[src/sv/rsem_pkg.sv]
// Package of the radio state energy meter: widths, codes, command types and
// the constant table of the nanojoule divider. No dependencies.
package rsem_pkg;

  localparam int unsigned TIME_BITS_DEF = 48;
  localparam int unsigned CFG_W         = 29;
  localparam int unsigned VOLT_W        = 16;
  localparam int unsigned PWR_W         = 6;
  localparam int unsigned RSTATE_W      = 3;
  localparam int unsigned CUR_W         = 31;
  localparam int unsigned A_W           = CUR_W + VOLT_W;
  localparam int unsigned SLOPE_W       = 27;
  localparam int unsigned ACC_W         = 128;
  localparam int unsigned REM_W         = 30;
  localparam int unsigned DIGIT_W       = 4;
  localparam int unsigned NRG_W         = 64;
  localparam int unsigned LIMB_W        = 32;
  localparam int unsigned PP_STEPS      = 4;
  localparam int unsigned PP_IDX_W      = $clog2(PP_STEPS);
  localparam int unsigned DIV_STEPS     = ACC_W / DIGIT_W;
  localparam int unsigned STEP_W        = $clog2(DIV_STEPS);

  // Division by six as a multiply by the rounded-up reciprocal and a shift.
  localparam logic [31:0] DIV6_RECIP = 32'hAAAA_AAAB;
  localparam int unsigned DIV6_SHIFT = 34;

  // Transmit power clamp and anchor point, in dBm.
  localparam logic signed [PWR_W-1:0] PWR_MIN    = 6'sd2;
  localparam logic signed [PWR_W-1:0] PWR_MAX    = 6'sd20;
  localparam logic signed [PWR_W-1:0] PWR_ANCHOR = 6'sd14;

  // Multiples of one nanojoule in units of 1e-18 J, one per quotient digit.
  localparam logic [REM_W+DIGIT_W-1:0] NJ_MULT [2**DIGIT_W] = '{
    34'd0,           34'd1000000000,  34'd2000000000,  34'd3000000000,
    34'd4000000000,  34'd5000000000,  34'd6000000000,  34'd7000000000,
    34'd8000000000,  34'd9000000000,  34'd10000000000, 34'd11000000000,
    34'd12000000000, 34'd13000000000, 34'd14000000000, 34'd15000000000
  };

  // Radio state codes; the remaining codes are charged as idle.
  localparam logic [RSTATE_W-1:0] RS_IDLE  = 3'd0;
  localparam logic [RSTATE_W-1:0] RS_TX    = 3'd1;
  localparam logic [RSTATE_W-1:0] RS_RX    = 3'd2;
  localparam logic [RSTATE_W-1:0] RS_CAD   = 3'd3;
  localparam logic [RSTATE_W-1:0] RS_SLEEP = 3'd4;

  typedef enum logic [2:0] {
    REG_TX_FIXED   = 3'd0,
    REG_AUTO_TX    = 3'd1,
    REG_ANCHOR_LOW = 3'd2,
    REG_ANCHOR_HI  = 3'd3,
    REG_RX_CUR     = 3'd4,
    REG_CAD_CUR    = 3'd5,
    REG_IDLE_CUR   = 3'd6,
    REG_SLEEP_CUR  = 3'd7
  } reg_idx_t;

  typedef enum logic [2:0] {
    CS_IDLE,
    CS_SLOPE,
    CS_EST,
    CS_AMUL,
    CS_PPROD,
    CS_DIV,
    CS_DONE
  } ctrl_state_t;

  typedef struct packed {
    logic [CFG_W-1:0] tx_fixed_na;
    logic             auto_tx;
    logic [CFG_W-1:0] anchor_low_na;
    logic [CFG_W-1:0] anchor_high_na;
    logic [CFG_W-1:0] rx_na;
    logic [CFG_W-1:0] cad_na;
    logic [CFG_W-1:0] idle_na;
    logic [CFG_W-1:0] sleep_na;
  } rsem_cfg_t;

  typedef struct packed {
    logic                load;
    logic                slope;
    logic                est;
    logic                amul;
    logic                pprod;
    logic [PP_IDX_W-1:0] pp_idx;
    logic                div;
    logic                finish;
  } rsem_cmd_t;

  typedef struct packed {
    logic pos;
  } rsem_sts_t;

endpackage

[src/sv/rsem_ctrl.sv]
// Sequencing controller of the radio state energy meter.
// Depends on rsem_pkg for the state enum and the command and status structs.
module rsem_ctrl import rsem_pkg::*; (
  input  logic      clk,
  input  logic      rst_n,
  input  logic      in_valid,
  output logic      in_ready,
  output logic      out_valid,
  input  logic      out_ready,
  input  rsem_sts_t sts,
  output rsem_cmd_t cmd
);

  ctrl_state_t       state_r, state_nxt;
  logic [STEP_W-1:0] step_r, step_nxt;
  logic              out_valid_r, out_valid_nxt;

  assign out_valid = out_valid_r;

  always_ff @(posedge clk) begin
    if (!rst_n) begin
      state_r     <= CS_IDLE;
      step_r      <= '0;
      out_valid_r <= 1'b0;
    end else begin
      state_r     <= state_nxt;
      step_r      <= step_nxt;
      out_valid_r <= out_valid_nxt;
    end
  end

  always_comb begin
    state_nxt     = state_r;
    step_nxt      = step_r;
    cmd           = '0;
    in_ready      = 1'b0;
    out_valid_nxt = out_valid_r && !out_ready;
    unique case (state_r)
      CS_IDLE: begin
        in_ready = 1'b1;
        if (in_valid) begin
          cmd.load  = 1'b1;
          state_nxt = CS_SLOPE;
        end
      end
      CS_SLOPE: begin
        cmd.slope = 1'b1;
        state_nxt = sts.pos ? CS_EST : CS_DONE;
      end
      CS_EST: begin
        cmd.est   = 1'b1;
        state_nxt = CS_AMUL;
      end
      CS_AMUL: begin
        cmd.amul  = 1'b1;
        step_nxt  = '0;
        state_nxt = CS_PPROD;
      end
      CS_PPROD: begin
        cmd.pprod  = 1'b1;
        cmd.pp_idx = step_r[PP_IDX_W-1:0];
        if (step_r == STEP_W'(PP_STEPS - 1)) begin
          step_nxt  = '0;
          state_nxt = CS_DIV;
        end else begin
          step_nxt = step_r + STEP_W'(1);
        end
      end
      CS_DIV: begin
        cmd.div = 1'b1;
        if (step_r == STEP_W'(DIV_STEPS - 1)) begin
          step_nxt  = '0;
          state_nxt = CS_DONE;
        end else begin
          step_nxt = step_r + STEP_W'(1);
        end
      end
      CS_DONE: begin
        if (!out_valid_r || out_ready) begin
          cmd.finish    = 1'b1;
          out_valid_nxt = 1'b1;
          state_nxt     = CS_IDLE;
        end
      end
      default: state_nxt = CS_IDLE;
    endcase
  end

endmodule

[config.mk]
export PLATFORM = sky130hd
export DESIGN_NAME = rsem_ctrl
export DESIGN_NICKNAME = d
export VERILOG_FILES = /design/src/sv/rsem_pkg.sv /design/src/sv/rsem_ctrl.sv
export SDC_FILE = /design/constraint.sdc
export NUM_CORES = 1
export LEC_CHECK = 0
export ABC_AREA = 1
export BUFFER_PORTS_ARGS = -buffer_cell sky130_fd_sc_hd__buf_2
export CAP_MARGIN = 15
export CELL_PAD_IN_SITES_DETAIL_PLACEMENT = 0
export CELL_PAD_IN_SITES_GLOBAL_PLACEMENT = 1
export CORE_ASPECT_RATIO = 0.7
export CORE_MARGIN = 4
export CORE_UTILIZATION = 25
export DETAILED_ROUTE_END_ITERATION = 8
export MAX_ROUTING_LAYER = met4
export PLACE_DENSITY_LB_ADDON = 0.3
export SYNTH_ARGS = -nofsm -noshare
export SYNTH_HDL_FRONTEND = slang
export SYNTH_SLANG_ARGS = --single-unit
[constraint.sdc]
create_clock -name clk -period 2.3 [get_ports clk]
set_input_delay 0.345 -clock clk [delete_from_list [all_inputs] [get_ports clk]]
set_output_delay 0.345 -clock clk [all_outputs]
set_load 0.02 [all_outputs]
* Yosys cells after proc, flatten, opt, wreduce, memory -nomap -nowiden
Index checks and enable logic that the tools add are counted.
** Storage, ports and cells
- Bits in registers :: 9
- Input bits :: 5
- Output and inout bits :: 11
- Word-level logic and storage cells :: 44
** Cells by class
- Equal/unequal tests :: 12
- Add/sub/neg operators :: 1
- Reductions and logical operators :: 7
- Mux-type cells :: 21
** Operators with widths (number)
- case mux 3 bit (7 select lines) :: 1
- 2-to-1 mux 3 bit :: 6
- case mux 5 bit (3 select lines) :: 1
- 2-to-1 mux 1 bit :: 11
- 2-to-1 mux 5 bit :: 2
- equality test 3 bit (second input constant) :: 3
- inequality test 2 bit (second input constant) :: 4
- equality test 3 x 2 -> 1 bit (second input constant) :: 2
- adder 5 x 1 -> 5 bit (second input constant) :: 1
- equality test 5 x 2 -> 1 bit (second input constant) :: 1
- equality test 5 bit (second input constant) :: 1
- AND reduction 4 bit :: 1
- equality test 3 x 1 -> 1 bit (second input constant) :: 1
- logical NOT 3 bit :: 1
- nonzero test 3 bit :: 1
- logical NOT 1 bit :: 2
- logical AND 1 bit :: 1
- logical OR 1 bit :: 1

* Depth between registers and ports, before layout
Gate-level depths: netlist (run 1).
- Depth in word-level cells :: 4
- Mapped depth :: 11
- Gate-level depth less buffers :: 11

* Worst setup path after synthesis (run 1)
No wires, ideal clock.
- Kind :: reg-to-reg
- Start :: register step_r[0]
- End :: register state_r[0]
- Period minus slack after synthesis :: 1.412 ns
- Slack :: 0.888 ns
- Arrival :: 1.298 ns
- Data required time :: 2.186 ns
- Cell stages (with the launch flop) :: 12
- Buffers on the path :: 0
- Path through :: dfxtp_1 -> ha_1 -> nand2_1 -> nor2_1 -> ha_1 -> inv_1 -> nand2_4 -> nand2_4 -> nor2_4 -> nand2_1 -> nand2_1 -> nor2_2
** Between the ends
- Longest elaborated chain between the ends :: 3
** RTL lines
- from (decl) :: line rsem_ctrl.sv:15 : logic [STEP_W-1:0] step_r, step_nxt;
- from (signal assigned) :: line rsem_ctrl.sv:27 : step_r <= step_nxt;
- equality test 5 bit / equality test 5 x 2 -> 1 bit (equally long branches) :: line rsem_ctrl.sv:71, rsem_ctrl.sv:62
- inequality test 2 bit (no source line)
- AND reduction 4 bit (no source line) *
- to (signal assigned) :: line rsem_ctrl.sv:26 : state_r <= state_nxt;
- to (decl) :: line rsem_ctrl.sv:14 : ctrl_state_t state_r, state_nxt;
Every way passes the cells marked *; elsewhere a longest branch is shown, timed or not.
A chain may end at the register's enable or synchronous reset.

==> results of run 1 <==
-- area by class of cell --
| class | count | area share (%) |
|---|---|---|
| multi-input cells | 67 | 47.2 |
| well taps | 34 | 5.37 |
| clock buffers | 4 | 5.69 |
| flip-flops and latches | 9 | 22.7 |
| inverters | 20 | 9.48 |
| repair buffers | 15 | 9.48 |
-- flip-flops by register name (all words and copies together), names as in the netlist --
signal / count
out_valid: 1
state_r: 3
step_r: 5
-- through the flow --
stage                     power, mW  setup WS, ns  hold slack (ns)
after floorplan               0.677         0.888            0.443
after global placement        0.767         0.754            0.478
after detailed placement      0.755         0.738            0.491
after CTS                     0.945         0.643            0.377
after global routing           1.02         0.544            0.381
final                         0.933         0.659            0.383
-- cell families after synthesis --
| family | share of synthesized area [%] |
|---|---|
| flops | 27.6 |
| simple gates | 45.3 |
| fa+ha+maj | 3.84 |
| buf+inv | 15.0 |
| compound gates | 8.25 |
-- synth_stat cells --
| cell type | count | area [sq um] |
|---|---|---|
| nand2_4 | 4 | 45.0 |
| buf_6 | 2 | 22.5 |
| nand3_1 | 4 | 20.0 |
| nor2_1 | 15 | 56.3 |
| nor3_1 | 2 | 10.0 |
| inv_1 | 17 | 63.8 |
| dfxtp_1 | 9 | 180 |
| nand2_1 | 18 | 67.6 |
| nor2_2 | 3 | 18.8 |
| a21oi_2 | 1 | 8.76 |
| o211ai_1 | 1 | 7.51 |
| a21oi_1 | 3 | 15.0 |
| a21o_1 | 1 | 7.51 |
| nand2_2 | 6 | 37.5 |
| o21ai_0 | 3 | 15.0 |
| nand4_1 | 1 | 6.26 |
| ha_1 | 2 | 25.0 |
| inv_2 | 3 | 11.3 |
| nor2_4 | 3 | 33.8 |
-- critical path: stages (launching register included) --
cell     delay [ns]
dfxtp_1        0.50
nand2_4        0.13
nor2_4         0.14
inv_1          0.07
nor2_1         0.08
buf_2          0.16
-- placed cells by master (no fill, tap or decap), types with 4 or more instances in the layout --
| cell | n |
|---|---|
| nand2_1 | 18 |
| inv_1 | 17 |
| nand3_1 | 4 |
| nor2_1 | 15 |
| nand2_4 | 4 |
| nand2_2 | 6 |
| dfxtp_1 | 9 |
| buf_2 | 15 |
-- layer usage --
metal	track usage [%]	wire length [microns]
met5	-	0
met4	3.90	17
met3	2.80	64
met2	11.6	556
met1	10.8	708
-- where the power goes --
group / total, mW / switching [mW] / internal [mW]
clock: 0.182 / 0.0613 / 0.121
combinational: 0.489 / 0.325 / 0.164
sequential: 0.262 / 0.0716 / 0.190
total: 0.933 / 0.458 / 0.475
-- path summary, 6_finish.rpt --
| check | to | slack, ns | depth (start not counted) |
|---|---|---|---|
| worst min-delay path | step_r[1] | 0.38 | 3 |
| worst max-delay path | cmd[2] | 0.66 | 5 |
| worst max register to register | state_r[2] | 0.71 | 11 |
| worst min register to register | step_r[4] | 0.49 | 2 |
==> flow_summary.json, run 1 <==
{
  "std_cell_rows": 15,
  "diodes": 0,
  "cp-end-kind": "primary output",
  "hp-class": "in2reg",
  "syn_area_sq_um": 652,
  "rr_startpoint": "step_r[0]",
  "rsz0062_at_grt": "no",
  "cts_tree": "done",
  "startpoint": "state_r[2]",
  "placed_area_sq_um": 747,
  "place_hpwl_mm": 1.08,
  "worstPathMaxFanout": 8,
  "place_inst": 145,
  "syn_inst": 98,
  "utilization_pct": 32.0,
  "pin_count": 16,
  "pwr_density_cell_nw_per_um2": 1180,
  "stdcell_area_sq_um": 792,
  "n_fill_cell": 281,
  "ys_ff_latch": 9,
  "coreArea_sq_um": 2480,
  "finalSetupTns_ns": 0,
  "grt_usage_pct": 8.32,
  "leakage_nw": 0.409,
  "max_freq_ghz": 0.609,
  "start_util_pct": 26.3,
  "drv_slew": 0,
  "nNetsFinal": 123,
  "cp.arrival_ns": 1.30,
  "vdd_drop_max_uv": 348,
  "drc": 0,
  "die_w_microns": 69.0,
  "grt_pass1_vias": 525,
  "drtIter0Drc": 16,
  "synthDistinctLibCells": 19,
  "drive_gt1_share_pct": 33.0,
  "grt_overflow_total": 0,
  "clkSinkCount": 9,
  "portBuffers": 15,
  "routed_wl_mm": 1.35,
  "clockRootBuffer": "clkbuf_8",
  "cp-start-kind": "flop",
  "tightest_slew_ns": 0.413,
  "holdBufCountCts": 0,
  "clk_pin_slew_ns": 0.05,
  "criticalPathCategory": "reg2out",
  "postCtsSetupBuffers": 0,
  "grt_max_degree": 10,
  "dieArea_sq_um": 3500,
  "die_h_microns": 50.7,
  "place_congestion": 0.869,
  "cts_resized": 0,
  "vias_per_cell": 3.97,
  "worstHoldStart": "rst_n",
  "setup_viol": 0,
  "antenna_found_initial": 0,
  "ys.warnings.count": 0,
  "hold_viol_final": 0,
  "fin_crit_ns": 1.64,
  "fin_crit_sh_pct": 71.4,
  "multi_input_area_sq_um": 374,
  "ant_nets": 0,
  "syn_nets": 105,
  "syn_to_final_growth_pct": 21.5,
  "required_ns": 1.96,
  "grt_pass1_wl_mm": 2.26,
  "yosysSeqAreaShare_pct": 27.6,
  "h-tree-depth": 1,
  "syn_avg_cell_area_sq_um": 6.65,
  "vias": 592,
  "relSlewSlack_pct": 72.4,
  "skew_ns": 0.00163,
  "clk_latency_ns": 0.23,
  "first_pass_iters": 4,
  "status": "completed",
  "numCtsBuffers": 3,
  "wl_per_cell_microns": 9.03,
  "maxCapViolCount": 0,
  "fin_cells": 149,
  "register_area_sq_um": 180,
  "clk_path_buf_depth": 2
}
No activity file was read; power rests on OpenSTA's default activity.
==> run 2: changes to the inputs <==
- clock period: 2.3 -> 1.4 ns (I/O delays scaled with it)
==> flow_summary.json, run 2 (synthesis gave the netlist of run 1 again) <==
{
  "hold_slack_ns": 0.236,
  "largest_register_ffs": 5,
  "utilization_pct": 38.7,
  "portBuffers": 15,
  "first_pass_iters": 4,
  "die_w_microns": 69.0,
  "dieArea_sq_um": 3500,
  "max_freq_ghz": 0.726,
  "fin_crit_ns": 1.38,
  "p_sw_share_pct": 46.3,
  "start_util_pct": 26.3,
  "syn_to_final_growth_pct": 47.2,
  "place_congestion": 0.872,
  "clkSinkCount": 9,
  "critPathSlowestCell": "dfxtp_2",
  "status": "completed",
  "maxCapViolCount": 0,
  "p_comb_share_pct": 60.7,
  "vias": 668,
  "p_clk_share_pct": 16.8,
  "cp.arrival_ns": 1.51,
  "placed_area_sq_um": 801,
  "std_cell_rows": 15,
  "internal_power_uw": 965,
  "leakage_nw": 0.491,
  "drive_gt1_share_pct": 50.0,
  "drc": 0,
  "skew_ns": 0.00281,
  "grt_overflow_total": 0,
  "grt_max_degree": 9,
  "routed_wl_mm": 1.57,
  "crit_top_cell": "nand2_4",
  "crit_chain": "ha_4 > nand2_4 > nor2_2 > ha_2 > inv_2 > nand2_4 > nand2_4 > nor2_4 > nand2_1 > nand2_1 > nor2_2",
  "hold_viol_final": 0,
  "clk_latency_ns": 0.23,
  "relSlewSlack_pct": 85.6,
  "worstPathMaxFanout": 5,
  "clk_path_buf_depth": 2,
  "final_cell_mix": "16 x nand2_1, 15 x inv_1, 14 x buf_4",
  "diodes": 0,
  "drtIter0Drc": 13,
  "power_mw": 1.80,
  "clockRootBuffer": "clkbuf_8",
  "grt_pass1_vias": 583,
  "wl_per_cell_microns": 9.71,
  "stdcell_area_sq_um": 960,
  "grt_usage_pct": 9.03,
  "cpPeakStageDelay_ns": 0.35,
  "clk_pin_slew_ns": 0.05,
  "power_frac_seq_pct": 22.5,
  "largest_register": "step_r",
  "cp-start-kind": "flop",
  "nNetsFinal": 136,
  "grt_pass1_wl_mm": 2.43,
  "place_hpwl_mm": 1.17,
  "tightest_slew_ns": 0.214,
  "h-tree-depth": 1,
  "hp-class": "in2reg",
  "cp-end-kind": "flop",
  "pin_count": 16,
  "numCtsBuffers": 3,
  "setup_viol": 0,
  "vdd_drop_max_uv": 464,
  "cts_tree": "done",
  "mostFrequentLayoutCell": "nand2_1",
  "finalSetupTns_ns": 0,
  "ant_nets": 0,
  "pwr_density_cell_nw_per_um2": 1870,
  "antenna_found_initial": 0,
  "vias_per_cell": 4.12,
  "criticalPathCategory": "reg2reg",
  "drv_slew": 0,
  "required_ns": 1.53,
  "die_h_microns": 50.7,
  "p_sw_uw": 831,
  "coreArea_sq_um": 2480,
  "fin_crit_sh_pct": 98.3,
  "rsz0062_at_grt": "yes"
}
[run 2: critical path: cells and delay by family, from the launching register on]
family | cells | cell delay, ns
DFF | 1 | 0.35
adders and majority gates | 2 | 0.33
and+or+nand+nor | 8 | 0.56
buffers and inverters | 1 | 0.04
[run 2: layer usage]
| metal | track usage (%) | part of all wire [%] | wire length [microns] | vias to the layer above |
|---|---|---|---|---|
| met5 | - | 0 | 0 | - |
| met4 | 1.95 | 0.32 | 5 | 0 |
| met3 | 4.00 | 7.2 | 114 | 2 |
| met2 | 13.0 | 44 | 692 | 18 |
| met1 | 11.7 | 48 | 760 | 294 |
| li1 | - | - | - | 354 |
[run 2: timing repair]
item / CTS / global route
pin swaps: 6 / 9
setup buffers: 1 / 5
cloned: 0 / 0
hold buffers: 0 / 0
gates resized for setup: 10 / 14
setup endpoints to repair: 6 / 9
[run 2: path summary, 6_finish.rpt]
path	from	to	slack (ns)	depth (start not counted)
setup / recovery	step_r[0]	state_r[0]	0.02	11
hold reg to reg	step_r[4]	step_r[4]	0.51	2
hold / removal	rst_n	step_r[1]	0.24	3
setup reg to reg	step_r[0]	state_r[0]	0.02	11
[run 2: power by group through the flow]
stage                     clock network, mW  registers [mW]  logic (mW)
after floorplan                           0           0.358       0.757
after global placement                    0           0.384       0.936
after detailed placement                  0           0.384       0.929
after CTS                             0.312           0.395       0.942
after global routing                  0.328           0.416        1.20
final                                 0.302           0.404        1.09
[run 2: layout make-up]
class	instances	area, sq um
tap	34	42.5
fill	286	1520
sequential	9	190
multi-input combinational	67	417
inverter	20	77.6
clock buffer	4	45.0
timing repair buffer	28	188
[run 2: stage by stage]
step                instances  worst slack [ns]
floorplan                  98           0.00435
global placement          152            0.0368
detailed placement        152           0.00364
CTS                       157          -0.00355
global route              162           -0.0640
finish                    162            0.0231
==> run 3: changes to the inputs <==
- BUFFER_PORTS_ARGS: -buffer_cell sky130_fd_sc_hd__buf_2 -> default
- DONT_BUFFER_PORTS: default -> 1
==> flow_summary.json, run 3 (synthesis gave the netlist of run 1 again) <==
{
  "hold_viol_final": 0,
  "largest_register_ffs": 5,
  "cp.arrival_ns": 1.50,
  "whs_path_depth": 2,
  "wl_per_cell_microns": 10.2,
  "h-tree-depth": 1,
  "vdd_drop_max_uv": 576,
  "final_cell_mix": "18 x buf_4, 16 x inv_1, 14 x nand2_1",
  "rr_startpoint": "step_r[0]",
  "leakage_nw": 0.443,
  "grt_pass1_wl_mm": 2.58,
  "clockRootBuffer": "clkbuf_8",
  "worstHoldStart": "rst_n",
  "first_pass_iters": 3,
  "syn_to_final_growth_pct": 39.9,
  "clk_path_buf_depth": 2,
  "fin_crit_ns": 1.37,
  "rsz0062_at_grt": "yes",
  "clk_latency_ns": 0.23,
  "grt_overflow_total": 0,
  "fin_ws_ns": 0.0282,
  "tightest_slew_ns": 0.384,
  "hp-class": "in2reg",
  "r2r_cells": 11,
  "fin_crit_sh_pct": 98.0,
  "drtIter0Drc": 6,
  "largest_register": "step_r",
  "holdBufCountCts": 0,
  "clkSinkCount": 9,
  "antenna_found_initial": 0,
  "place_congestion": 0.760,
  "grt_max_degree": 9,
  "r2r_slack_ns": 0.03,
  "die_h_microns": 50.7,
  "portBuffers": 0,
  "start_util_pct": 26.3,
  "drive_gt1_share_pct": 49.2,
  "vias": 632,
  "n_fill_cell": 294,
  "drv_slew": 0,
  "pin_count": 16,
  "post-place-ws_ns": -0.0397,
  "hold_slack_ns": 0.0806,
  "relSlewSlack_pct": 74.3,
  "power_mw": 1.68,
  "timing.rr.end": "step_r[2]",
  "coreArea_sq_um": 2480,
  "grt_usage_pct": 9.51,
  "maxCapViolCount": 0,
  "die_w_microns": 69.0,
  "diodes": 0,
  "grt_pass1_vias": 566,
  "ant_nets": 0,
  "hold_end": "step_r[1]",
  "vias_per_cell": 4.16,
  "nNetsFinal": 126,
  "status": "completed",
  "clk_pin_slew_ns": 0.04,
  "cp-start-kind": "flop",
  "utilization_pct": 36.8,
  "drc": 0,
  "required_ns": 1.53,
  "worstPathMaxFanout": 4,
  "setup_viol": 0,
  "routed_wl_mm": 1.55,
  "cts_tree": "done",
  "mostFrequentLayoutCell": "buf_4",
  "std_cell_rows": 15,
  "skew_ns": 0.00395,
  "numCtsBuffers": 3,
  "cp-end-kind": "flop",
  "criticalPathCategory": "reg2reg",
  "place_hpwl_mm": 1.13,
  "max_freq_ghz": 0.729,
  "pwr_density_cell_nw_per_um2": 1850,
  "dieArea_sq_um": 3500
}
run 3: changes by cell type in the layout (fill, tap and decap cells not counted), sizes merged:
| cell | change |
|---|---|
| buf | -10 |
run 3: how the worst max path moves through the flow:
stage	startpoint	cells after the start	slack (ns)	endpoint
2_1_floorplan	step_r[1]	11	0.004	state_r[0]
3_3_place_gp	step_r[0]	11	-0.004	state_r[2]
3_5_place_dp	step_r[1]	11	-0.04	state_r[0]
4_1_cts	step_r[0]	11	-0.04	state_r[2]
5_1_grt	step_r[0]	11	-0.06	state_r[0]
6_report	step_r[0]	11	0.03	step_r[2]
run 3: area by class of cell:
class | count | area, sq um | area share, %
Multi-Input combinational cell | 67 | 425 | 46.6
Sequential cell | 9 | 189 | 20.7
Timing Repair Buffer | 18 | 135 | 14.8
Inverter | 20 | 75.1 | 8.23
Clock buffer | 4 | 45.0 | 4.94
Tap cell | 34 | 42.5 | 4.66
run 3: per-layer routing:
metal  vias up  GRT usage [%]  wire, microns
met5         -              -              0
met4         0           4.87             27
met3         5           3.20             50
met2        11           12.8            668
met1       278           12.5            797
li1        338              -              -
run 3: power by group:
group          switching [mW]  internal (mW)
Clock                   0.109          0.199
Sequential              0.104          0.330
Combinational           0.593          0.348
run 3: worst max-delay path, cell delays in order (launching register included):
cell,delay (ns)
dfxtp_2,0.35
ha_4,0.15
nand2_4,0.06
nor2_4,0.08
ha_2,0.17
inv_2,0.04
nand2_4,0.05
nand2_4,0.07
buf_4,0.14
nand2_2,0.04
a21o_1,0.09
inv_1,0.03
run 3: metrics by stage:
step	cells	TNS, ns	area (sq um)
after floorplan	98	0	653
after global placement	143	-0.00703	771
after detailed placement	143	-0.0821	771
after CTS	150	-0.0660	866
after global routing	152	-0.297	912
final	152	0	912
run 3: repair_timing:
action                                  4_1_cts  5_1_grt
pin swaps                                    10        9
cloned                                        0        0
endpoints found under the setup margin        8        9
resized for setup                            11        9
setup buffers                                 3        2
