**config.mk**
```make
export PLATFORM = sky130hd
export DESIGN_NAME = rsem_regs
export DESIGN_NICKNAME = d
export VERILOG_FILES = /design/src/sv/rsem_pkg.sv /design/src/sv/rsem_regs.sv
export SDC_FILE = /design/constraint.sdc
export NUM_CORES = 1
export LEC_CHECK = 0
export BUFFER_PORTS_ARGS = -buffer_cell sky130_fd_sc_hd__buf_2
export CORE_MARGIN = 4
export CORE_UTILIZATION = 55
export DETAILED_ROUTE_END_ITERATION = 10
export GPL_TIMING_DRIVEN = 0
export PLACE_DENSITY = 0.92
export SYNTH_ARGS = -nofsm -noshare
export SYNTH_HDL_FRONTEND = slang
export SYNTH_SLANG_ARGS = --single-unit
```
**constraint.sdc**
```tcl
create_clock -name clk -period 2.8 [get_ports clk]
set_input_delay 0.28 -clock clk [delete_from_list [all_inputs] [get_ports clk]]
set_output_delay 0.28 -clock clk [all_outputs]
set_load 0.005 [all_outputs]
```
**src/sv/rsem_pkg.sv**
```systemverilog
// Package of the radio state energy meter: widths, codes, command types and
// the constant table of the nanojoule divider. No dependencies.
package rsem_pkg;

  localparam int unsigned TIME_BITS_DEF = 48;
  localparam int unsigned CFG_W         = 29;
  localparam int unsigned VOLT_W        = 16;
  localparam int unsigned PWR_W         = 6;
  localparam int unsigned RSTATE_W      = 3;
  localparam int unsigned CUR_W         = 31;
  localparam int unsigned A_W           = CUR_W + VOLT_W;
  localparam int unsigned SLOPE_W       = 27;
  localparam int unsigned ACC_W         = 128;
  localparam int unsigned REM_W         = 30;
  localparam int unsigned DIGIT_W       = 4;
  localparam int unsigned NRG_W         = 64;
  localparam int unsigned LIMB_W        = 32;
  localparam int unsigned PP_STEPS      = 4;
  localparam int unsigned PP_IDX_W      = $clog2(PP_STEPS);
  localparam int unsigned DIV_STEPS     = ACC_W / DIGIT_W;
  localparam int unsigned STEP_W        = $clog2(DIV_STEPS);

  // Division by six as a multiply by the rounded-up reciprocal and a shift.
  localparam logic [31:0] DIV6_RECIP = 32'hAAAA_AAAB;
  localparam int unsigned DIV6_SHIFT = 34;

  // Transmit power clamp and anchor point, in dBm.
  localparam logic signed [PWR_W-1:0] PWR_MIN    = 6'sd2;
  localparam logic signed [PWR_W-1:0] PWR_MAX    = 6'sd20;
  localparam logic signed [PWR_W-1:0] PWR_ANCHOR = 6'sd14;

  // Multiples of one nanojoule in units of 1e-18 J, one per quotient digit.
  localparam logic [REM_W+DIGIT_W-1:0] NJ_MULT [2**DIGIT_W] = '{
    34'd0,           34'd1000000000,  34'd2000000000,  34'd3000000000,
    34'd4000000000,  34'd5000000000,  34'd6000000000,  34'd7000000000,
    34'd8000000000,  34'd9000000000,  34'd10000000000, 34'd11000000000,
    34'd12000000000, 34'd13000000000, 34'd14000000000, 34'd15000000000
  };

  // Radio state codes; the remaining codes are charged as idle.
  localparam logic [RSTATE_W-1:0] RS_IDLE  = 3'd0;
  localparam logic [RSTATE_W-1:0] RS_TX    = 3'd1;
  localparam logic [RSTATE_W-1:0] RS_RX    = 3'd2;
  localparam logic [RSTATE_W-1:0] RS_CAD   = 3'd3;
  localparam logic [RSTATE_W-1:0] RS_SLEEP = 3'd4;

  typedef enum logic [2:0] {
    REG_TX_FIXED   = 3'd0,
    REG_AUTO_TX    = 3'd1,
    REG_ANCHOR_LOW = 3'd2,
    REG_ANCHOR_HI  = 3'd3,
    REG_RX_CUR     = 3'd4,
    REG_CAD_CUR    = 3'd5,
    REG_IDLE_CUR   = 3'd6,
    REG_SLEEP_CUR  = 3'd7
  } reg_idx_t;

  typedef enum logic [2:0] {
    CS_IDLE,
    CS_SLOPE,
    CS_EST,
    CS_AMUL,
    CS_PPROD,
    CS_DIV,
    CS_DONE
  } ctrl_state_t;

  typedef struct packed {
    logic [CFG_W-1:0] tx_fixed_na;
    logic             auto_tx;
    logic [CFG_W-1:0] anchor_low_na;
    logic [CFG_W-1:0] anchor_high_na;
    logic [CFG_W-1:0] rx_na;
    logic [CFG_W-1:0] cad_na;
    logic [CFG_W-1:0] idle_na;
    logic [CFG_W-1:0] sleep_na;
  } rsem_cfg_t;

  typedef struct packed {
    logic                load;
    logic                slope;
    logic                est;
    logic                amul;
    logic                pprod;
    logic [PP_IDX_W-1:0] pp_idx;
    logic                div;
    logic                finish;
  } rsem_cmd_t;

  typedef struct packed {
    logic pos;
  } rsem_sts_t;

endpackage

```
**src/sv/rsem_regs.sv**
```systemverilog
// Configuration register file of the radio state energy meter.
// Depends on rsem_pkg for the register indexes and the register struct.
module rsem_regs import rsem_pkg::*; (
  input  logic                  clk,
  input  logic                  rst_n,
  input  logic                  cfg_valid,
  output logic                  cfg_ready,
  input  logic [2:0]            cfg_index,
  input  logic [CFG_W-1:0]      cfg_wdata,
  output rsem_cfg_t             cfg
);

  rsem_cfg_t cfg_r;
  rsem_cfg_t cfg_nxt;

  assign cfg_ready = 1'b1;
  assign cfg       = cfg_r;

  always_comb begin
    cfg_nxt = cfg_r;
    if (cfg_valid) begin
      unique case (reg_idx_t'(cfg_index))
        REG_TX_FIXED:   cfg_nxt.tx_fixed_na    = cfg_wdata;
        REG_AUTO_TX:    cfg_nxt.auto_tx        = cfg_wdata[0];
        REG_ANCHOR_LOW: cfg_nxt.anchor_low_na  = cfg_wdata;
        REG_ANCHOR_HI:  cfg_nxt.anchor_high_na = cfg_wdata;
        REG_RX_CUR:     cfg_nxt.rx_na          = cfg_wdata;
        REG_CAD_CUR:    cfg_nxt.cad_na         = cfg_wdata;
        REG_IDLE_CUR:   cfg_nxt.idle_na        = cfg_wdata;
        REG_SLEEP_CUR:  cfg_nxt.sleep_na       = cfg_wdata;
        default:        cfg_nxt = cfg_r;
      endcase
    end
  end

  always_ff @(posedge clk) begin
    if (!rst_n) begin
      cfg_r.tx_fixed_na    <= 29'd100000000;
      cfg_r.auto_tx        <= 1'b1;
      cfg_r.anchor_low_na  <= 29'd100000000;
      cfg_r.anchor_high_na <= 29'd120000000;
      cfg_r.rx_na          <= 29'd11000000;
      cfg_r.cad_na         <= 29'd11000000;
      cfg_r.idle_na        <= 29'd1000000;
      cfg_r.sleep_na       <= 29'd200;
    end else begin
      cfg_r <= cfg_nxt;
    end
  end

endmodule

```
# After elaboration in Yosys (flattened, before gate mapping)
# Index checks and enable logic that the tools add are counted.
# totals
regBits,204
output_inout_bits,205
wordCells,24
# op_classes
n_eq_ne,7
reduce_logical,9
# ops
cell,count
AND reduction 2 bit,8
"== test 3 bit, second input constant",4
"== test 3 x 2 -> 1 bit, second input constant",2
"== test 3 x 1 -> 1 bit, second input constant",1
zero test 3 bit,1

# Logic depth before layout (Yosys ltp)
# Gate-level depths: netlist (run 1).
# logic_depth
ltp_word,2
depth_mapped,5

# Worst setup path after synthesis (run 1)
# No wires, ideal clock.
# synth_timing
kind,input to register
startpoint,input port cfg_index[2]
endpoint,register cfg_r (netlist bit cfg[193])
t_arrival_ns,1.303
cell_stages,5
setup_ns,0.132
setup_slack_ns,1.364
path_buffers,3
required_time_ns,2.668
cell_sequence,buf_2 -> or4b_4 -> buf_6 -> buf_12 -> mux2i_1
# synth_between
elab_chain_cells,2
# synth_lines
element,line,source
"start, declared",rsem_regs.sv:8,"input logic [2:0] cfg_index,"
zero test 3 bit,rsem_regs.sv:22,unique case (reg_idx_t'(cfg_index))
AND reduction 2 bit (no source line),-,
"end signal, assigned",rsem_regs.sv:47,cfg_r <= cfg_nxt;
"end, declared",rsem_regs.sv:13,rsem_cfg_t cfg_r;
# No other way between the ends.
# A chain may end at the register's enable or synchronous reset.

==> flow_summary_export.csv, run 1 <==
group,metric,value,unit
setup_path,crit_fanout,10,
detailed_routing,post_drt_wl_per_cell,20.1,µm
setup_path,setup.worst_path.end_class,"flip-flop",
pwr,power_frac_seq,48.0,%
sta,skew,0,ns
yosys,syn_area_per_cell,10.5,µm²
sta,finalSetupViolations,0,
cts,ctsHoldBuffers,0,
detailed_routing,viasPerCell,5.32,
cts,post_cts_buffers,0,
sta,relSlewSlack,43.4,%
cts,worstSkewPairLatency,0.48,ns
detailed_routing,wl,23800,µm
detailed_routing,dr.pass1.iters,4,
floorplan,die_w,127,µm
pwr,swShare,22.6,%
pwr,leakage,0.00497,µW
pwr,peakVddDrop,0.438,mV
yosys,synthesis.area,7740,µm²
sta,rsz0062_at_grt,"false",
sta,final.setup.tns,0,ns
cts,htreeDepth,1,
cts,cts_tree,"done",
grt,overflow,0,
finish,fillers,1036,
cts,path_clk_slew,0.06,ns
setup_path,path_class,"primary input to flip-flop",
outcome,status,"finished, final reports clean",
finish,multi_input_area,3370,µm²
floorplan,pin_count,240,
setup_path,ff2ff_path_depth,2,
cts,cts_buffer_depth,3,
placement,dpl.hpwl,17100,µm
yosys,syn_inst,734,
yosys,synth-seq-cells,204,
detailed_routing,vias,6315,
floorplan,die_area,16000,µm²
finish,ff_latch_area,4080,µm²
sta,worst_pin_slew,0.850,ns
finish,layout_common_cells,"254 x buf_2, 204 x mux2i_1, 204 x dfxtp_1",
sta,fin_crit_sh,51.0,%
detailed_routing,first_iter_violations,333,
setup_path,cp.required,3.21,ns
pwr,cell_internal_pwr,4840,µW
finish,final_common_cell,"buf_2",
pwr,pwr-share-clk,45.1,%
yosys,yosysSeqAreaShare,52.7,%
finish,largest_reg_flops,204,
grt,grt_max_degree,16,
floorplan,initial_utilization,56.0,%
placement,place_area,9150,µm²
placement,numPortBuffers,237,
finish,final_cell_area,9850,µm²
finish,nNetsFinal,1028,
grt,track_usage,28.4,%
sta,period_minus_slack,1.43,ns
floorplan,die_h,127,µm
floorplan,num_rows,43,
grt,grt_pass1_vias,6367,
cts,clock-root-buffer,"clkbuf_16",
detailed_routing,ant_nets,0,
pwr,p_comb_share,6.9,%
detailed_routing,drcViolationCount,0,
yosys,synth_cell_types,19,
run,cap_violations,0,
pwr,p_switching,1420,µW
grt,grt_pass1_wl,35900,µm
setup_path,startpoint_type,"primary input",
cts,cts_resized,0,
pwr,p_per_area,635,nW/µm²
sta,finalHoldViolations,0,
grt,antenna_found_initial,0,
yosys,yosys_warnings,0,
finish,layout-drive-gt1-share,29.7,%
cts,cts_num_sinks,204,
yosys,syn_nets,769,
floorplan,core-area,13800,µm²
finish,syn2layout_area_growth,27.2,%
setup_path,arrival,1.83,ns
worst_hold_path,min_path_type,"primary input to flip-flop",
worst_hold_path,whs_path_depth,3,
cts,cts_inserted_buffers,20,
placement,routabilityCongestion,0.824,
sta,fmax,700,MHz
sta,drv_slew,0,
==> Yosys cell counts <==
library cell / number / area [µm²]
buf_4: 6 / 45.0
clkbuf_1: 30 / 113
conb_1: 1 / 3.75
dfxtp_1: 204 / 4080
buf_2: 17 / 85.1
nand2_1: 166 / 623
nand4_1: 1 / 6.26
buf_6: 2 / 22.5
buf_1: 1 / 3.75
and4bb_2: 3 / 37.5
and4b_1: 1 / 10.0
or4b_4: 1 / 13.8
buf_12: 1 / 20.0
nor4b_4: 1 / 23.8
mux2i_1: 204 / 2040
nand4b_1: 3 / 26.3
nand4bb_1: 1 / 11.3
and4_1: 1 / 8.76
nor2b_1: 90 / 563
==> path summary, 6_finish.rpt <==
kind / start / to / slack, ns
setup / recovery: rst_n / cfg[106] / 1.37
setup reg to reg: cfg[7] / cfg[7] / 2.07
hold / removal: cfg_wdata[16] / cfg[16] / 0.07
hold reg to reg: cfg[162] / cfg[162] / 0.45
==> critical path: stages <==
cell and delay [ns]:
clkbuf_1 0.50, clkbuf_1 0.71, nand2_1 0.17, mux2i_1 0.17
==> through the flow <==
step                      power [µW]  setup slack, ns  std cells  hold WS, ns  util (%)
final                           6260             1.37       1187       0.0691      71.2
after CTS                       6280             1.45       1186       0.0559      71.2
after detailed placement        3490            0.997       1151        0.444      66.2
after global routing            6450             1.36       1186       0.0931      71.2
after floorplan                 3290             1.36        734        0.422         -
after global placement          3480             1.06       1151        0.439      66.2
==> power by group through the flow <==
stage	registers [µW]	clock network, µW	logic [µW]
final	3000	2820	432
after global routing	3010	2980	463
after CTS	3000	2850	430
after detailed placement	3060	0	427
after global placement	3060	0	418
after floorplan	3070	0	225
==> area by class of cell <==
class / instances / area share, %
Clock buffer: 27 / 5.77
Sequential cell: 204 / 41.5
Buffer: 57 / 2.94
Antenna cell: 1 / 0.0254
Timing Repair Buffer: 237 / 12.0
Tap cell: 180 / 2.29
Multi-Input combinational cell: 473 / 34.2
Clock inverter: 8 / 1.23
==> cells by family (layout without fill, tap and decap cells) <==
family                 Yosys count  after routing  synth area share (%)
and+or+nand+nor                268            268                  17.1
muxes                          204            204                  26.4
DFF                            204            204                  52.7
buffers and inverters           57            329                  3.73
other                            1              2                0.0484
==> metal layers <==
| metal | GRT usage (%) | up-vias | routed length [µm] |
|---|---|---|---|
| met5 | 0 | - | 0 |
| met4 | 7.44 | 0 | 488 |
| met3 | 7.33 | 42 | 2060 |
| met2 | 48.7 | 277 | 11500 |
| met1 | 35.8 | 3052 | 9720 |
| li1 | - | 2944 | - |
No activity file was read; power rests on OpenSTA's default activity.
==> run 2, diff against run 1 <==
--- a/config.mk
+++ b/config.mk
@@ -7,10 +7,10 @@
 export LEC_CHECK = 0
 export BUFFER_PORTS_ARGS = -buffer_cell sky130_fd_sc_hd__buf_2
 export CORE_MARGIN = 4
-export CORE_UTILIZATION = 55
+export CORE_UTILIZATION = 46
 export DETAILED_ROUTE_END_ITERATION = 10
 export GPL_TIMING_DRIVEN = 0
-export PLACE_DENSITY = 0.92
+export PLACE_DENSITY = 0.83
 export SYNTH_ARGS = -nofsm -noshare
 export SYNTH_HDL_FRONTEND = slang
 export SYNTH_SLANG_ARGS = --single-unit
==> constraint.sdc (replaced) <==
create_clock -name clk -period 1.25 [get_ports clk]
set_input_delay 0.125 -clock clk [delete_from_list [all_inputs] [get_ports clk]]
set_output_delay 0.125 -clock clk [all_outputs]
set_load 0.005 [all_outputs]
==> run 2 against run 1 <==
Routed wire length up 4.7%. Core utilization decreased by 9.4 points. Cell area grew 3.7%. Largest power group is now the clock network. Highest routed layer unchanged.
==> flow_summary_export.csv, run 2 (synthesis gave the netlist of run 1 again) <==
group,metric,value,unit
placement,routabilityCongestion,0.785,
detailed_routing,first_iter_violations,247,
setup_path,cp_common_cell,"buf_2",
detailed_routing,wl,24900,µm
cts,cts_num_sinks,204,
setup_path,cpPeakStageDelay,0.40,ns
sta,rsz0062_at_grt,"false",
cts,post_cts_buffers,0,
sta,period_minus_slack,1.13,ns
run,cap_violations,0,
detailed_routing,viasPerCell,5.06,
setup_path,slowest_stage,"buf_2",
grt,grt_pass1_wl,36700,µm
cts,cts_inserted_buffers,21,
pwr,p_per_area,1430,nW/µm²
placement,place_inst,1191,
finish,final_cell_area,10200,µm²
finish,layout_common_cells,"253 x buf_2, 204 x mux2i_1, 204 x dfxtp_1",
placement,place_area,9210,µm²
setup_path,arrival,1.54,ns
cts,clock-root-buffer,"clkbuf_16",
detailed_routing,ant_nets,0,
detailed_routing,dr.pass1.iters,5,
grt,overflow,0,
floorplan,die_h,138,µm
pwr,peakVddDrop,0.856,mV
cts,htreeDepth,1,
setup_path,startpoint_type,"primary input",
grt,track_usage,25.2,%
finish,syn2layout_area_growth,31.9,%
pwr,power_frac_seq,46.0,%
setup_path,path_class,"primary input to flip-flop",
sta,finalSetupViolations,0,
finish,nNetsFinal,1052,
setup_path,cp-startpoint,"cfg_index[0]",
grt,antenna_found_initial,0,
cts,worstSkewPairLatency,0.49,ns
worst_hold_path,whs_path_depth,3,
sta,final.setup.tns,0,ns
pwr,leakage,0.00512,µW
cts,cts_tree,"done",
floorplan,initial_utilization,46.9,%
cts,path_clk_slew,0.07,ns
detailed_routing,drcViolationCount,0,
floorplan,die_area,19000,µm²
pwr,p_total,14600,µW
finish,fin_cells,1252,
finish,n_antenna_cell,0,
setup_path,cp-endpoint,"cfg[129]",
sta,worst_pin_slew,0.780,ns
setup_path,r2r_slack,0.55,ns
grt,grt_pass1_vias,6537,
pwr,cell_internal_pwr,11300,µW
detailed_routing,vias,6332,
setup_path,cp.required,1.66,ns
finish,layout-drive-gt1-share,29.7,%
setup_path,r2r-start,"cfg[164]",
finish,fillers,1368,
finish,largest_reg_flops,204,
sta,fin_crit_sh,90.6,%
sta,fmax,883,MHz
setup_path,path_cells,"buf_2, buf_2, and4b_1, clkbuf_1, buf_2, mux2i_1",
sta,finalHoldViolations,0,
finish,final_common_cell,"buf_2",
setup_path,r2r-end,"cfg[164]",
cts,cts_buffer_depth,3,
floorplan,core-area,16500,µm²
sta,skew,0,ns
setup_path,crit_fanout,10,
sta,drv_slew,0,
detailed_routing,post_drt_wl_per_cell,19.9,µm
outcome,status,"finished, final reports clean",
finish,utilization,61.8,%
pwr,pwr-share-clk,46.9,%
setup_path,setup.worst_path.end_class,"flip-flop",
grt,grt_max_degree,16,
placement,numPortBuffers,237,
sta,relSlewSlack,48.0,%
floorplan,die_w,138,µm
setup_path,ff2ff_path_depth,2,
pwr,p_switching,3320,µW
floorplan,pin_count,240,
floorplan,num_rows,47,
worst_hold_path,min_path_type,"primary input to flip-flop",
pwr,swShare,22.7,%
placement,dpl.hpwl,17500,µm
pwr,p_comb_share,7.1,%
run 2: cell count changes in the layout (fill, tap and decap cells not counted), moves of 2 or more:
cell / previous run / this run
clkbuf_8: 2 / 5
clkbuf_2: 0 / 2
dlygate4sd3_1: 0 / 23
clkbuf_1: 34 / 29
run 2: area by class of cell:
class / count / area [µm²] / share of cell area, %
Timing Repair Buffer: 260 / 1420 / 13.9
Multi-Input combinational cell: 473 / 3370 / 33.0
Sequential cell: 204 / 4080 / 40.0
Clock buffer: 27 / 598 / 5.86
Tap cell: 220 / 275 / 2.70
Buffer: 57 / 302 / 2.95
Clock inverter: 11 / 165 / 1.62
run 2: worst min path at each step:
stage / end / slack (ns) / from
after floorplan: cfg[16] / 0.27 / cfg_wdata[16]
after global placement: cfg[16] / 0.39 / cfg_wdata[16]
after detailed placement: cfg[16] / 0.40 / cfg_wdata[16]
after CTS: cfg[56] / 0.04 / cfg_wdata[27]
after global routing: cfg[143] / 0.10 / cfg_wdata[27]
final: cfg[115] / 0.06 / cfg_wdata[28]
run 2: stage by stage:
step                hold slack [ns]  worst slack [ns]
floorplan                     0.267           -0.0175
global placement              0.385            -0.380
detailed placement            0.401            -0.428
CTS                          0.0421            0.0892
global route                  0.105            0.0209
finish                       0.0632             0.118
run 2: routing by layer:
metal	GRT usage (%)	vias to the layer above	part of all wire, %
met2	42.7	266	48
met3	6.03	42	7.5
met4	7.46	0	2.4
met1	32.0	3039	42
li1	-	2985	-
met5	0	-	0
run 2: power groups by stage:
stage,Clock [µW],Combinational (µW),Sequential [µW]
floorplan,0,507,6870
detailed placement,0,972,6870
CTS,6910,1030,6720
global route,7160,1120,6730
global placement,0,957,6860
finish,6860,1040,6720
run 2: repair_timing:
item,4_1_cts,5_1_grt
resized for setup,0,4
hold buffers,23,0
endpoints found under the setup margin,0,16
endpoints found under the hold margin,68,0
run 2: worst max-delay path: cells and delay by family:
kind / cells / cell delay, ns
buf+inv: 4 / 0.92
simple gates: 1 / 0.22
mux: 1 / 0.26
==> run 3, diff against run 2 <==
--- a/config.mk
+++ b/config.mk
@@ -7,10 +7,10 @@
 export LEC_CHECK = 0
 export BUFFER_PORTS_ARGS = -buffer_cell sky130_fd_sc_hd__buf_2
 export CORE_MARGIN = 4
-export CORE_UTILIZATION = 46
+export CORE_UTILIZATION = 40
 export DETAILED_ROUTE_END_ITERATION = 10
 export GPL_TIMING_DRIVEN = 0
-export PLACE_DENSITY = 0.83
+export PLACE_DENSITY = 0.74
 export SYNTH_ARGS = -nofsm -noshare
 export SYNTH_HDL_FRONTEND = slang
 export SYNTH_SLANG_ARGS = --single-unit
==> run 3 against run 2 <==
Routed wire length grew 1.5%. Setup slack got worse by 0.034 ns. Core utilization decreased by 8.4 points. Worst hold slack worse by 0.0061 ns. Sequential power is essentially flat. Cell area is 1.1% lower. Global-route usage is 2.9 points lower. Cell count grew 3.0%. Largest cell class unchanged.
==> flow_summary_export.csv, run 3 (synthesis gave the netlist of run 1 again) <==
group,metric,value,unit
detailed_routing,post_drt_wl_per_cell,19.6,µm
cts,clock-root-buffer,"clkbuf_16",
placement,routabilityCongestion,0.778,
finish,final_common_cell,"buf_2",
grt,grt_max_degree,14,
cts,cts_inserted_buffers,21,
finish,syn2layout_area_growth,30.4,%
detailed_routing,ant_nets,0,
floorplan,core-area,18900,µm²
sta,period_minus_slack,1.17,ns
detailed_routing,viasPerCell,4.84,
sta,worst_pin_slew,0.748,ns
sta,fin_crit_sh,93.3,%
pwr,p_comb_share,7.8,%
pwr,p_total,13400,µW
pwr,cell_internal_pwr,10200,µW
finish,layout_common_cells,"253 x buf_2, 204 x mux2i_1, 204 x dfxtp_1",
placement,numPortBuffers,237,
cts,cts_num_sinks,204,
setup_path,crit_fanout,10,
finish,n_antenna_cell,0,
sta,finalSetupViolations,0,
finish,nNetsFinal,1052,
setup_path,setup.worst_path.end_class,"flip-flop",
cts,cts_buffer_depth,3,
run,cap_violations,0,
sta,rsz0062_at_grt,"false",
sta,fmax,858,MHz
pwr,pwr-share-clk,42.2,%
sta,drv_slew,0,
placement,place_inst,1231,
placement,dpl.hpwl,18000,µm
detailed_routing,dr.pass1.iters,6,
setup_path,r2r_slack,0.58,ns
floorplan,pin_count,240,
cts,cts_tree,"done",
sta,final.setup.tns,0,ns
grt,grt_pass1_wl,37700,µm
setup_path,path_class,"primary input to flip-flop",
grt,antenna_found_initial,0,
floorplan,die_h,147,µm
grt,overflow,0,
pwr,leakage,0.00504,µW
setup_path,slowest_stage,"clkbuf_1",
setup_path,arrival,1.58,ns
floorplan,die_area,21600,µm²
setup_path,path_buf_inv,2,
floorplan,initial_utilization,41.0,%
detailed_routing,drcViolationCount,0,
detailed_routing,wl,25300,µm
pwr,power_frac_seq,50.0,%
setup_path,cp.required,1.66,ns
sta,relSlewSlack,50.1,%
cts,path_clk_slew,0.06,ns
setup_path,cpPeakStageDelay,0.64,ns
setup_path,cp_common_cell,"clkbuf_1",
floorplan,die_w,147,µm
cts,worstSkewPairLatency,0.49,ns
floorplan,num_rows,50,
finish,largest_reg_flops,204,
setup_path,crit_family,"buffers and inverters",
detailed_routing,vias,6241,
sta,finalHoldViolations,0,
setup_path,path_cells,"clkbuf_1, clkbuf_1, nand2_1, mux2i_1",
grt,grt_pass1_vias,6313,
pwr,peakVddDrop,0.934,mV
detailed_routing,first_iter_violations,179,
cts,htreeDepth,1,
grt,track_usage,22.4,%
pwr,swShare,23.8,%
pwr,p_switching,3200,µW
setup_path,startpoint_type,"primary input",
outcome,status,"finished, final reports clean",
finish,fin_cells,1289,
finish,layout-drive-gt1-share,28.9,%
sta,skew,0,ns
worst_hold_path,min_path_type,"primary input to flip-flop",
pwr,p_per_area,1330,nW/µm²
-- run 3: repair_timing --
action / CTS / global route
endpoints found under the hold margin: 73 / 0
endpoints found under the setup margin: 0 / 22
buffers inserted: 0 / 0
gates resized for setup: 0 / 6
hold buffers: 23 / 0
-- run 3: worst paths after layout --
| kind | from | to | cells after the start |
|---|---|---|---|
| min | cfg_wdata[27] | cfg[85] | 3 |
| max reg2reg | cfg[106] | cfg[106] | 2 |
| max | rst_n | cfg[152] | 4 |
| min reg2reg | cfg[162] | cfg[162] | 2 |
-- run 3: metal layers --
layer  global-route usage, %  wire, µm  vias up
met5                       0         0        -
met3                    5.34      1560       44
met2                    37.6     11800      209
met1                    29.2     11300     3001
li1                        -         -     2987
met4                    5.55       576        0
-- run 3: worst reg2reg max path: stages, from the launching register on --
cell     delay [ns]
dfxtp_1        0.34
nand2_1        0.07
mux2i_1        0.18
-- run 3: through the flow --
| step | worst slack (ns) | cell area, µm² | hold slack [ns] | util, % |
|---|---|---|---|---|
| 2_1_floorplan | -0.0175 | 7750 | 0.267 | - |
| 3_3_place_gp | -0.452 | 9260 | 0.398 | 49.0 |
| 3_5_place_dp | -0.518 | 9260 | 0.397 | 49.0 |
| 4_1_cts | 0.00764 | 10100 | 0.0305 | 53.4 |
| 5_1_grt | 0.0269 | 10100 | 0.102 | 53.4 |
| 6_report | 0.0841 | 10100 | 0.0571 | 53.4 |
-- run 3: final cells by class --
class | count | area, µm²
clock inverter | 4 | 23.8
sequential | 204 | 4080
multi-input combinational | 473 | 3370
tap | 260 | 325
clock buffer | 31 | 573
fill | 1736 | 8800
buffer | 57 | 303
timing repair buffer | 260 | 1420
-- run 3: power by group through the flow --
stage / sequential, µW / combinational, µW / clock [µW]
2_1_floorplan: 6870 / 507 / 0
3_3_place_gp: 6860 / 980 / 0
4_1_cts: 6720 / 1050 / 5760
5_1_grt: 6730 / 1130 / 6000
3_5_place_dp: 6860 / 990 / 0
6_report: 6720 / 1050 / 5670
